File: config.mk
export PLATFORM = sky130hd
export DESIGN_NAME = lrn_cell
export DESIGN_NICKNAME = d
export VERILOG_FILES = /design/src/hdl/lrn_pkg.sv /design/src/hdl/lrn_cell.sv
export SDC_FILE = /design/constraint.sdc
export NUM_CORES = 1
export LEC_CHECK = 0
export BUFFER_PORTS_ARGS = -buffer_cell sky130_fd_sc_hd__buf_2
export CORE_MARGIN = 3
export CORE_UTILIZATION = 43
export CTS_BUF_LIST = sky130_fd_sc_hd__clkbuf_8
export CTS_CLUSTER_SIZE = 28
export DETAILED_ROUTE_END_ITERATION = 12
export GPL_TIMING_DRIVEN = 0
export PLACE_DENSITY = 0.82
export SYNTH_ARGS = -nofsm -noshare
export SYNTH_HDL_FRONTEND = slang
export SYNTH_SLANG_ARGS = --single-unit
File: constraint.sdc
create_clock -name clk -period 0.8 [get_ports clk]
set_input_delay 0.04 -clock clk [delete_from_list [all_inputs] [get_ports clk]]
set_output_delay 0.04 -clock clk [all_outputs]
set_load 0.1 [all_outputs]
File: src/hdl/lrn_pkg.sv
// Shared types, register codes and constant tables for the cross-channel LRN block.
package lrn_pkg;

	localparam int MAX_WINDOW   = 15;
	localparam int MAX_CHANNELS = 1024;
	localparam int DATA_BITS    = 16;
	localparam int CH_W         = 11;
	localparam int WIN_W        = $clog2(MAX_WINDOW);
	localparam int HALF_MAX     = (MAX_WINDOW - 1) / 2;
	localparam int HALF_W       = $clog2(HALF_MAX + 1);
	localparam int SQ_W         = 2 * DATA_BITS;
	localparam int SUM_W        = SQ_W + WIN_W;
	localparam int PADDR_W      = 5;

	localparam logic [2:0] REG_NUM_CHANNELS = 3'd0;
	localparam logic [2:0] REG_WINDOW_SIZE  = 3'd1;
	localparam logic [2:0] REG_ALPHA        = 3'd2;
	localparam logic [2:0] REG_BETA         = 3'd3;
	localparam logic [2:0] REG_BIAS         = 3'd4;

	typedef struct packed {
		logic [23:0] alpha;
		logic [15:0] beta;
		logic [23:0] bias;
	} norm_cfg_t;

	typedef struct packed {
		logic signed [DATA_BITS-1:0] sample;
		logic [SQ_W-1:0]             square;
	} cell_data_t;

	typedef struct packed {
		logic shift;
		logic rotate;
	} cell_ctl_t;

	function automatic logic [63:0] isqrt64(input logic [63:0] v);
		logic [63:0] rem;
		logic [63:0] res;
		logic [63:0] b;
		rem = v;
		res = '0;
		b   = 64'h4000_0000_0000_0000;
		for (int i = 0; i < 32; i++) begin
			if (rem >= res + b) begin
				rem = rem - (res + b);
				res = (res >> 1) + b;
			end else begin
				res = res >> 1;
			end
			b = b >> 2;
		end
		return res;
	endfunction

	// 2^(2^-k) in Q2.30, by successive truncated square roots
	function automatic logic [31:0] exp2_root(input int k);
		logic [63:0] r;
		r = 64'd2 << 30;
		for (int i = 1; i <= k; i++) begin
			r = isqrt64(r << 30);
		end
		return r[31:0];
	endfunction

	localparam logic [31:0] EXP2_ROOT [16] = '{
		exp2_root(1),  exp2_root(2),  exp2_root(3),  exp2_root(4),
		exp2_root(5),  exp2_root(6),  exp2_root(7),  exp2_root(8),
		exp2_root(9),  exp2_root(10), exp2_root(11), exp2_root(12),
		exp2_root(13), exp2_root(14), exp2_root(15), exp2_root(16)
	};

endpackage

File: src/hdl/lrn_cell.sv
// One window cell: holds a sample and its square, shifts on a new request, rotates for summing.
module lrn_cell (
	input  logic               clk,
	input  logic               arst_n,
	input  lrn_pkg::cell_ctl_t  ctl,
	input  lrn_pkg::cell_data_t shift_in,
	input  lrn_pkg::cell_data_t rot_in,
	output lrn_pkg::cell_data_t data
);
	import lrn_pkg::*;

	cell_data_t data_q;

	always_ff @(posedge clk or negedge arst_n) begin
		if (!arst_n) begin
			data_q <= '0;
		end else if (ctl.shift) begin
			data_q <= shift_in;
		end else if (ctl.rotate) begin
			data_q <= rot_in;
		end
	end

	assign data = data_q;

endmodule

# Word level (Yosys, flattened, before mapping)
# Index checks and enable logic that the tools add are counted.
totals:
  input_bits: 100
  ff_bits: 48
  out_inout_bits: 48
  elab_cells: 5
op_classes:
  mux: 2
  reduce_logical: 1
op_table:
  columns: ["operator", "n"]
  rows:
  - ["2-to-1 mux 48 bit", 2]
  - ["nonzero test 2 bit", 1]

# Depth between registers and ports, before layout
# Gate-level depths: netlist of the first run.
depth:
  depth_word: 2
  mapped_depth: 5
  depth_no_buf: 2

# Worst setup path before layout of the first run
# No wires, ideal clock.
synth_timing:
  path_type: "register to register"
  from: "register, netlist name data[0]"
  to: "register data_q (netlist bit data[0])"
  period_less_slack_ns: 1.267
  setup_ns: 0.083
  n_path_buf: 0
  t_arrival_ns: 1.184
  path_slack_ns: -0.467
  stages_incl_launch_ff: 3
  path_cell_list: "dfrtp_1 mux2i_1 o21ai_0"
synth_lines:
  columns: ["element", "line", "text"]
  rows:
  - ["end signal, assigned", "lrn_cell.sv:18", "data_q <= shift_in;"]
  - ["end signal, assigned", "lrn_cell.sv:20", "data_q <= rot_in;"]
  - ["end, declared", "lrn_cell.sv:12", "cell_data_t data_q;"]

# Final worst setup path of the first run
layout_timing:
  from: "register data_q (netlist bit data[13])"
  to: "output port data[13] (netlist bit)"
layout_lines:
  columns: ["element", "line", "text"]
  rows:
  - ["end, declared", "lrn_cell.sv:8", "output lrn_pkg::cell_data_t data"]
# No word-level cell between the ends.

==> results of run 1 <==
[metal layers]
metal / wire [um] / track usage (%) / vias to the layer above
li1: - / - / 1114
met2: 6308 / 61.04 / 284
met3: 1339 / 11.01 / 81
met4: 921 / 18.53 / 0
met5: 0 / 0 / -
met1: 4257 / 35.70 / 1345
[cells in the final DEF (no fill, tap or decap)]
cell,count
clkbuf_4,1
clkbuf_1,5
buf_2,101
o21ai_1,44
clkinvlp_4,1
mux2i_4,5
dlygate4sd3_1,48
nand2_1,48
dfrtp_4,48
diode_2,2
mux2i_1,32
mux2i_2,11
buf_6,4
o21ai_2,4
clkbuf_8,6
inv_1,1
buf_12,51
[stage by stage]
stage	setup TNS, ns	instances
CTS	-12.32	476
global placement	-17.39	420
floorplan	-7.500	208
global route	-18.37	479
finish	-17.10	479
detailed placement	-18.18	420
[worst paths after layout]
| check | endpoint | startpoint | slack, ns |
|---|---|---|---|
| setup / recovery | data[13] | data[13] | -0.26 |
| hold / removal | data[17] | arst_n | -0.22 |
| setup reg to reg | data[22] | data[22] | -0.25 |
| hold reg to reg | data[29] | data[29] | 0.66 |
| max in group asynchronous | data[37] | arst_n | 0.50 |
| min in group clk | data[29] | rot_in[29] | 0.02 |
[cell families (layout without fill, tap and decap cells)]
| logic type | Yosys count | in the layout | share of synthesized area (%) |
|---|---|---|---|
| AOI/OAI and AO/OA | 48 | 48 | 10.73 |
| buffers and inverters | 16 | 218 | 6.145 |
| DFF | 48 | 48 | 53.63 |
| muxes | 48 | 48 | 21.45 |
| other | 0 | 2 | 0 |
| and+or+nand+nor | 48 | 48 | 8.045 |
[power by group through the flow]
| stage | combinational [mW] | sequential, mW | clock (mW) |
|---|---|---|---|
| floorplan | 0.466 | 4.66 | 0 |
| global placement | 2.75 | 2.95 | 0 |
| detailed placement | 2.79 | 2.96 | 0 |
| CTS | 3.70 | 3.05 | 1.53 |
| global route | 4.12 | 3.15 | 1.65 |
| finish | 4.05 | 3.13 | 1.59 |
[worst register-to-register path: cells and delay by family (launching register included)]
family          cells  cell delay, ns
compound gates      1            0.15
mux                 1            0.23
flops               1            0.51
[repair_timing]
item / CTS / global route
gates resized for setup: 209 / 27
endpoints found under the hold margin: 96 / 48
pin swaps: 0 / 3
setup buffers: 0 / 1
endpoints found under the setup margin: 86 / 144
[area by class of cell]
cell class	instances	area share [%]
Clock buffer	6	1.771
Multi-Input combinational cell	144	21.87
Sequential cell	48	29.63
Buffer	16	2.952
Timing Repair Buffer	194	41.63
Tap cell	67	1.798
Antenna cell	2	0.1074
Clock inverter	2	0.2415
==> results.cfg, run 1 <==
[min_path]
hp-class = in2async

[layout]
max_reg_flops = 48
multi_input_comb_area_um2 = 1020
final_util_pct = 95.54
fillCellCount = 118
sequential_cell_area_um2 = 1381
finalNetCount = 509
proportion_of_layout_cells_with_a_drive_suffix_above_1_pct = 56.59
flow.area_growth_from_synthesis_pct = 108.2
final_design_area_no_fill_um2 = 4662

[power_and_ir_drop]
switching_portion_of_total_power_pct = 42.65
power_frac_seq_pct = 35.7
power.leakage_nw = 2.112
clock_share_of_power_pct = 18.1
power.switching_mw = 3.738
totalPowerFinal_mw = 8.764
power_report.internal_total_mw = 5.026
comb_power_share_pct = 46.2
vdd.ir_drop.worst_mv = 1.371
power.density_nw_per_um2 = 1880

[floorplanning]
coreArea_um2 = 4880
die_area_um2 = 6111
width_of_the_die_um = 78.17
ios = 148
starting_density_pct = 45.90
die-height_um = 78.17
std_cell_rows = 25

[place]
detailedPlace.worstSlack_ns = -0.3102
gp_routability_congestion = 0.7263
place.detailed.hpwl_um = 4707
buffer_ports.inserted = 145
post_dp_cell_area_um2 = 3229

[setup_path]
crit_family = flip-flops
cp_max_fo = 2
critical_path_arrival_ns = 1.02
worst_setup_ep_type = output port
worst_path_largest_cell_delay_ns = 0.53
ff2ff_path_depth = 2
critical_path.n_buffers_inverters = 1
critPathSlowestCell = dfrtp_4
setup.worst_path.class = reg2out
critical_path_cell_list = buf_12
critical_path_depth = 1
setup.worst_path.start_class = flip-flop
data_required_critical_path_ns = 0.76

[clocking]
cts_root_buffer = clkbuf_8
cts_htree_levels = 2
postCtsHoldBufs = 48
cts_buffers = 5
clock_insertion_delay_worst_skew_ns = 0.31
clk_pin_slew_worst_paths_ns = 0.10
tritoncts = yes
ctsLongestPathBuffers = 2
clock_net_sink_count = 48

[run_status]
violated_checks = negative hold slack, negative setup slack
result_of_the_run = finished with violations

[grt]
grt_first_pass_wirelength_um = 15750
grt-ovfl-total = 0
initial_antenna_violation_count = 2
grt_usage_pct = 34.30
pin_count_of_the_biggest_net_entering_global_routing = 49
first_global_vias = 2959

[drt]
ant_nets = 0
wl_um = 12830
detail_route.drc_violations = 0
wire_per_inst_um = 26.78
vias = 2824
route.detailed.vias_per_inst = 5.896
dr.pass1.iters = 5
drt-initial-drc-count = 206

[synthesis]
dominantRegCellSynth = dfrtp_1
synth_area_leaders = dfrtp_1 (54%), mux2i_1 (21%), nand2_1 (8.0%)
syn-mean-instance-area_um2 = 10.77
number_of_unique_standard_cell_types_used_by_synthesis = 9
number_of_flops_mapped_to_enable_cells_by_yosys = 0
post-synth-top-area-cell = dfrtp_1
postSynthRegisterBits = 48
yosysSeqAreaShare_pct = 53.63
async_flop_share_pct = 100.0
synth.cells.most_frequent = dfrtp_1 (48), mux2i_1 (48), nand2_1 (48), o21ai_0 (28), o21ai_1 (20)
netlist_instances = 208
ys.warnings.count = 0
syn_nets = 308
yosys.area.top_type_share_pct = 53.63
mappedNetlistArea_um2 = 2240

[timing]
rsz0062_at_grt = yes
post-route-period-util_pct = 132.8
layout_min_cycle_time_ns = 1.062
tightestPinTransition_ns = 0.6669
finalMaxSlewViolations = 0
final_setup_skew_ns = 0
finalWorstSetupSlack_ns = -0.2621
final.hold.worst_slack_ns = -0.2224
worst_slew_margin_rel_pct = 55.54
setup_violations = 96
fmaxAchievable_ghz = 0.9415
final_hold_vios = 48

[run]
cap_violations = 0
(Power assumes the default switching activity.)
==> run 2, diff against run 1 <==
--- a/config.mk
+++ b/config.mk
@@ -6,13 +6,15 @@
 export NUM_CORES = 1
 export LEC_CHECK = 0
 export BUFFER_PORTS_ARGS = -buffer_cell sky130_fd_sc_hd__buf_2
+export CELL_PAD_IN_SITES_DETAIL_PLACEMENT = 1
+export CELL_PAD_IN_SITES_GLOBAL_PLACEMENT = 2
 export CORE_MARGIN = 3
-export CORE_UTILIZATION = 43
+export CORE_UTILIZATION = 24
 export CTS_BUF_LIST = sky130_fd_sc_hd__clkbuf_8
 export CTS_CLUSTER_SIZE = 28
 export DETAILED_ROUTE_END_ITERATION = 12
 export GPL_TIMING_DRIVEN = 0
-export PLACE_DENSITY = 0.82
+export PLACE_DENSITY_LB_ADDON = 0.1
 export SYNTH_ARGS = -nofsm -noshare
 export SYNTH_HDL_FRONTEND = slang
 export SYNTH_SLANG_ARGS = --single-unit
==> run 2 against run 1 <==
The flow still finishes with violations (negative hold slack, negative setup slack). Global-route usage down 18 points. Utilization shrank 44 points. Non-clock buffer count grew 2. Critical path depth is the same. Die area increased by 72%. Register-to-register slack better by 0.07 ns. Clock skew is the same. Sequential cell count unchanged. Combinational power decreased by 6.9%. Sequential share of layout area increased by 0.30 points. Maximum frequency is 3.7% higher. Largest cell class unchanged.
==> results.cfg, run 2 (synthesized netlist as in run 1, its figures left out) <==
[power_and_ir_drop]
power.leakage_nw = 2.143
power.density_nw_per_um2 = 1802
vdd.ir_drop.worst_mv = 0.9668
totalPowerFinal_mw = 8.316

[floorplanning]
die_area_um2 = 10530
die-height_um = 102.6
coreArea_um2 = 8891
ios = 148
starting_density_pct = 25.19
std_cell_rows = 34
width_of_the_die_um = 102.6

[setup_path]
worst_path_largest_cell_delay_ns = 0.51
crit_family = flip-flops
cp_max_fo = 2
critical_path.reg2reg.endpoint = data[41]
critical_path_arrival_ns = 0.98
ff2ff_path_depth = 3
critical_path.n_buffers_inverters = 1
setup.worst_path.start_class = flip-flop
worst_setup_ep_type = output port
crit_start = data[46]
r2r_start = data[41]
data_required_critical_path_ns = 0.76
setup.worst_path.class = reg2out
critPathSlowestCell = dfrtp_4
critical_path_cell_list = buf_12
r2r_slack_ns = -0.18

[drt]
ant_nets = 0
drt-initial-drc-count = 38
vias = 2323
dr.pass1.iters = 4
detail_route.drc_violations = 0
route.detailed.vias_per_inst = 4.467
wire_per_inst_um = 16.31
wl_um = 8483

[place]
gp_routability_congestion = 0.6962
place.detailed.hpwl_um = 5580
buffer_ports.inserted = 145

[grt]
initial_antenna_violation_count = 0
pin_count_of_the_biggest_net_entering_global_routing = 49
grt_first_pass_wirelength_um = 12960
grt_usage_pct = 15.82
first_global_vias = 2654
grt-ovfl-total = 0

[clocking]
cts_htree_levels = 2
clk_pin_slew_worst_paths_ns = 0.09
clock_net_sink_count = 48
ctsLongestPathBuffers = 2
tritoncts = yes
cts_root_buffer = clkbuf_8
postCtsHoldBufs = 48
cts_buffers = 5
clock_insertion_delay_worst_skew_ns = 0.29

[run_status]
result_of_the_run = finished with violations
violated_checks = negative hold slack, negative setup slack

[min_path]
hp-class = in2async

[run]
cap_violations = 0

[timing]
rsz0062_at_grt = yes
layout_min_cycle_time_ns = 1.024
worst_slew_margin_rel_pct = 58.10
post-route-period-util_pct = 128.0
final.hold.worst_slack_ns = -0.2515
fmaxAchievable_ghz = 0.9767
finalMaxSlewViolations = 0
final_hold_vios = 48
finalSetupTns_ns = -12.21
setup_violations = 96
tightestPinTransition_ns = 0.6285
finalWorstSetupSlack_ns = -0.2238
final_setup_skew_ns = 0

[layout]
max_reg_flops = 48
finalNetCount = 511
proportion_of_layout_cells_with_a_drive_suffix_above_1_pct = 52.18
layout.cells.most_common = buf_2
num_antenna_cells = 0
final_cell_mix = buf_2 (101), buf_12 (51)
fillCellCount = 962
flow.area_growth_from_synthesis_pct = 106.1
==> run 2: routing by layer <==
layer | part of all wire, % | global-route usage (%) | up-vias
li1 | - | - | 1113
met1 | 41 | 18.93 | 1116
met2 | 52 | 28.50 | 87
met3 | 6.2 | 3.924 | 7
met4 | 0.97 | 3.633 | 0
met5 | 0 | 0 | -
==> run 2: worst max path at each step <==
stage | endpoint | slack [ns] | cells past startpoint
6_report | data[46] | -0.22 | 1
5_1_grt | data[4] | -0.26 | 1
4_1_cts | data[1] | -0.23 | 1
3_5_place_dp | data[25] | -0.45 | 1
3_3_place_gp | data[25] | -0.47 | 1
2_1_floorplan | data[22] | -0.16 | 2
==> run 2: area by class of cell <==
class | instances | area (um^2) | share of cell area [%]
plain buffers | 16 | 137.6 | 2.982
clock buffers | 6 | 82.58 | 1.789
clock inverters | 2 | 7.507 | 0.1626
multi-input cells | 144 | 908.4 | 19.68
flip-flops and latches | 48 | 1381 | 29.93
well taps | 108 | 135.1 | 2.928
repair buffers | 196 | 1963 | 42.53
==> run 2: power by group <==
group / internal [mW] / total [mW] / switching, mW
sequential: 2.80 / 3.05 / 0.258
combinational: 1.49 / 3.77 / 2.28
clock: 0.682 / 1.49 / 0.810
total: 4.97 / 8.32 / 3.35
==> run 2: timing repair <==
item | CTS | global route
pin swaps | 0 | 1
setup buffers | 0 | 3
endpoints found under the setup margin | 143 | 96
gates resized for setup | 210 | 5
gates cloned | 0 | 0
endpoints found under the hold margin | 96 | 48
==> run 2: metrics by stage <==
stage | util, % | instance area [um^2] | setup WS [ns] | instances
6_report | 51.91 | 4616 | -0.2238 | 520
5_1_grt | 51.91 | 4616 | -0.2586 | 520
4_1_cts | 51.45 | 4574 | -0.2345 | 517
3_5_place_dp | 36.90 | 3281 | -0.4500 | 461
3_3_place_gp | 36.90 | 3281 | -0.4705 | 461
2_1_floorplan | - | 2420 | -0.1576 | 208
==> run 3, diff against run 2 <==
--- a/config.mk
+++ b/config.mk
@@ -9,12 +9,13 @@
 export CELL_PAD_IN_SITES_DETAIL_PLACEMENT = 1
 export CELL_PAD_IN_SITES_GLOBAL_PLACEMENT = 2
 export CORE_MARGIN = 3
-export CORE_UTILIZATION = 24
+export CORE_UTILIZATION = 22
 export CTS_BUF_LIST = sky130_fd_sc_hd__clkbuf_8
 export CTS_CLUSTER_SIZE = 28
 export DETAILED_ROUTE_END_ITERATION = 12
 export GPL_TIMING_DRIVEN = 0
 export PLACE_DENSITY_LB_ADDON = 0.1
+export REMOVE_ABC_BUFFERS = 1
 export SYNTH_ARGS = -nofsm -noshare
 export SYNTH_HDL_FRONTEND = slang
 export SYNTH_SLANG_ARGS = --single-unit
==> constraint.sdc (replaced) <==
create_clock -name clk -period 0.9 [get_ports clk]
set_input_delay 0.045 -clock clk [delete_from_list [all_inputs] [get_ports clk]]
set_output_delay 0.045 -clock clk [all_outputs]
set_load 0.1 [all_outputs]
==> run 3 against run 2 <==
The run still ends with negative hold slack, negative setup slack left. Sequential power shrank 15%. Register-to-register slack gained 0.21 ns. Global-route usage is 1.7 points lower. Wire length down 8.3%. Design area down 6.3%. Via count shrank 4.5%. Clock power down 6%. Count of clock-buffer cells in the layout rose by 1. Die area is 8.5% higher. Clock skew did not move. Critical endpoint is now data[29]. Highest routed layer unchanged.
==> results.cfg, run 3 (synthesized netlist as in run 1, its figures left out) <==
[floorplanning]
std_cell_rows = 36
die-height_um = 106.9
starting_density_pct = 22.81
width_of_the_die_um = 106.9
coreArea_um2 = 9819
die_area_um2 = 11430
ios = 148

[timing]
final.hold.worst_slack_ns = -0.04081
finalMaxSlewViolations = 0
layout_min_cycle_time_ns = 0.9615
post-route-period-util_pct = 106.8
tightestPinTransition_ns = 1.140
worst_slew_margin_rel_pct = 24.02
final_hold_vios = 48
final_setup_skew_ns = 0
fmaxAchievable_ghz = 1.040
finalWorstSetupSlack_ns = -0.06150
setup_violations = 48
rsz0062_at_grt = yes

[setup_path]
r2r_slack_ns = 0.03
critical_path_arrival_ns = 0.92
critical_path_depth = 1
worst_setup_ep_type = output port
critical_path.reg2reg.endpoint = data[6]
critPathSlowestCell = dfrtp_1
r2r_start = data[6]
ff2ff_path_depth = 3
data_required_critical_path_ns = 0.85
cp_max_fo = 2
worst_path_largest_cell_delay_ns = 0.43
critical_path_cell_list = buf_12
setup.worst_path.class = reg2out
critical_path.n_buffers_inverters = 1
crit_family = flip-flops
setup.worst_path.start_class = flip-flop

[min_path]
hp-class = in2async

[drt]
drt-initial-drc-count = 54
detail_route.drc_violations = 0
dr.pass1.iters = 3
route.detailed.vias_per_inst = 4.203
wl_met2_um = 4123
wl_um = 7778
highest-signal-layer = met4
ant_nets = 0
vias = 2219
routedLengthMet1_um = 3021
wire_per_inst_um = 14.73
met3RoutedLength_um = 538

[place]
gp_routability_congestion = 0.6398
place.detailed.hpwl_um = 4702
buffer_ports.inserted = 147

[power_and_ir_drop]
vdd.ir_drop.worst_mv = 0.6037
totalPowerFinal_mw = 7.205
power.density_nw_per_um2 = 1666
power.leakage_nw = 2.122

[layout]
max_reg_flops = 48
finalNetCount = 495
layout.cells.most_common = buf_2
flow.area_growth_from_synthesis_pct = 93.13
fillCellCount = 1130
num_antenna_cells = 0
sequential_cell_area_um2 = 1201
multi_input_comb_area_um2 = 900.9
final_util_pct = 44.05
proportion_of_layout_cells_with_a_drive_suffix_above_1_pct = 39.24

[clocking]
clock_insertion_delay_worst_skew_ns = 0.30
ctsLongestPathBuffers = 2
tritoncts = yes
cts_htree_levels = 2
cts_buffers = 5
clock_net_sink_count = 48
cts_root_buffer = clkbuf_8
clk_pin_slew_worst_paths_ns = 0.09

[run]
cap_violations = 0

[run_status]
violated_checks = negative hold slack, negative setup slack
result_of_the_run = finished with violations

[grt]
grt_usage_pct = 14.13
initial_antenna_violation_count = 0
pin_count_of_the_biggest_net_entering_global_routing = 97
grt-ovfl-total = 0
grt_first_pass_wirelength_um = 12930
first_global_vias = 2584
[run 3: changes by cell type in the layout (fill, tap and decap cells not counted), sizes merged]
cell,change
buf,-11
clkbuf,-4
inv,-2
[run 3: report_power, final]
| part | internal [mW] | switching, mW |
|---|---|---|
| Sequential | 2.36 | 0.224 |
| Clock | 0.686 | 0.717 |
| Combinational | 1.24 | 1.98 |
[run 3: worst max-delay path by stage]
stage	from	end	slack, ns
after global routing	data[38]	data[38]	-0.12
after floorplan	data[0]	data[0]	-0.37
final	data[29]	data[29]	-0.06
after global placement	ctl[0]	data[18]	-0.93
after detailed placement	ctl[0]	data[18]	-0.40
after CTS	data[26]	data[26]	-0.08
[run 3: per-layer routing]
layer	track usage, %	up-vias
li1	-	1080
met1	16.63	1049
met2	25.27	81
met3	3.913	9
met4	3.653	0
met5	0	-
[run 3: area by class of cell]
cell class                      count  share of cell area (%)
Tap cell                          133                   3.847
Timing Repair Buffer              196                   45.33
Multi-Input combinational cell    144                   20.83
Sequential cell                    48                   27.77
Clock buffer                        7                   2.227
[run 3: per-stage QoR]
step           instances  worst slack [ns]  TNS, ns  hold slack [ns]  instance area, um^2
6_report             528          -0.06150   -2.010         -0.04081                 4325
3_3_place_gp         472           -0.9250   -56.31           0.2497                 3004
3_5_place_dp         472           -0.3970   -29.38           0.2545                 3009
2_1_floorplan        192           -0.3673   -19.47          -0.2506                 2102
4_1_cts              528          -0.07512   -3.065        0.0007135                 4278
5_1_grt              528           -0.1190   -4.252          0.01363                 4325
[run 3: repair_timing]
item                                   CTS  global route
gates resized for setup                186            10
hold buffers                            48             0
cloned                                   0             0
endpoints found under the hold margin   48             0
setup buffers                            1             0
setup endpoints to repair               96            76
pin swaps                                0             0
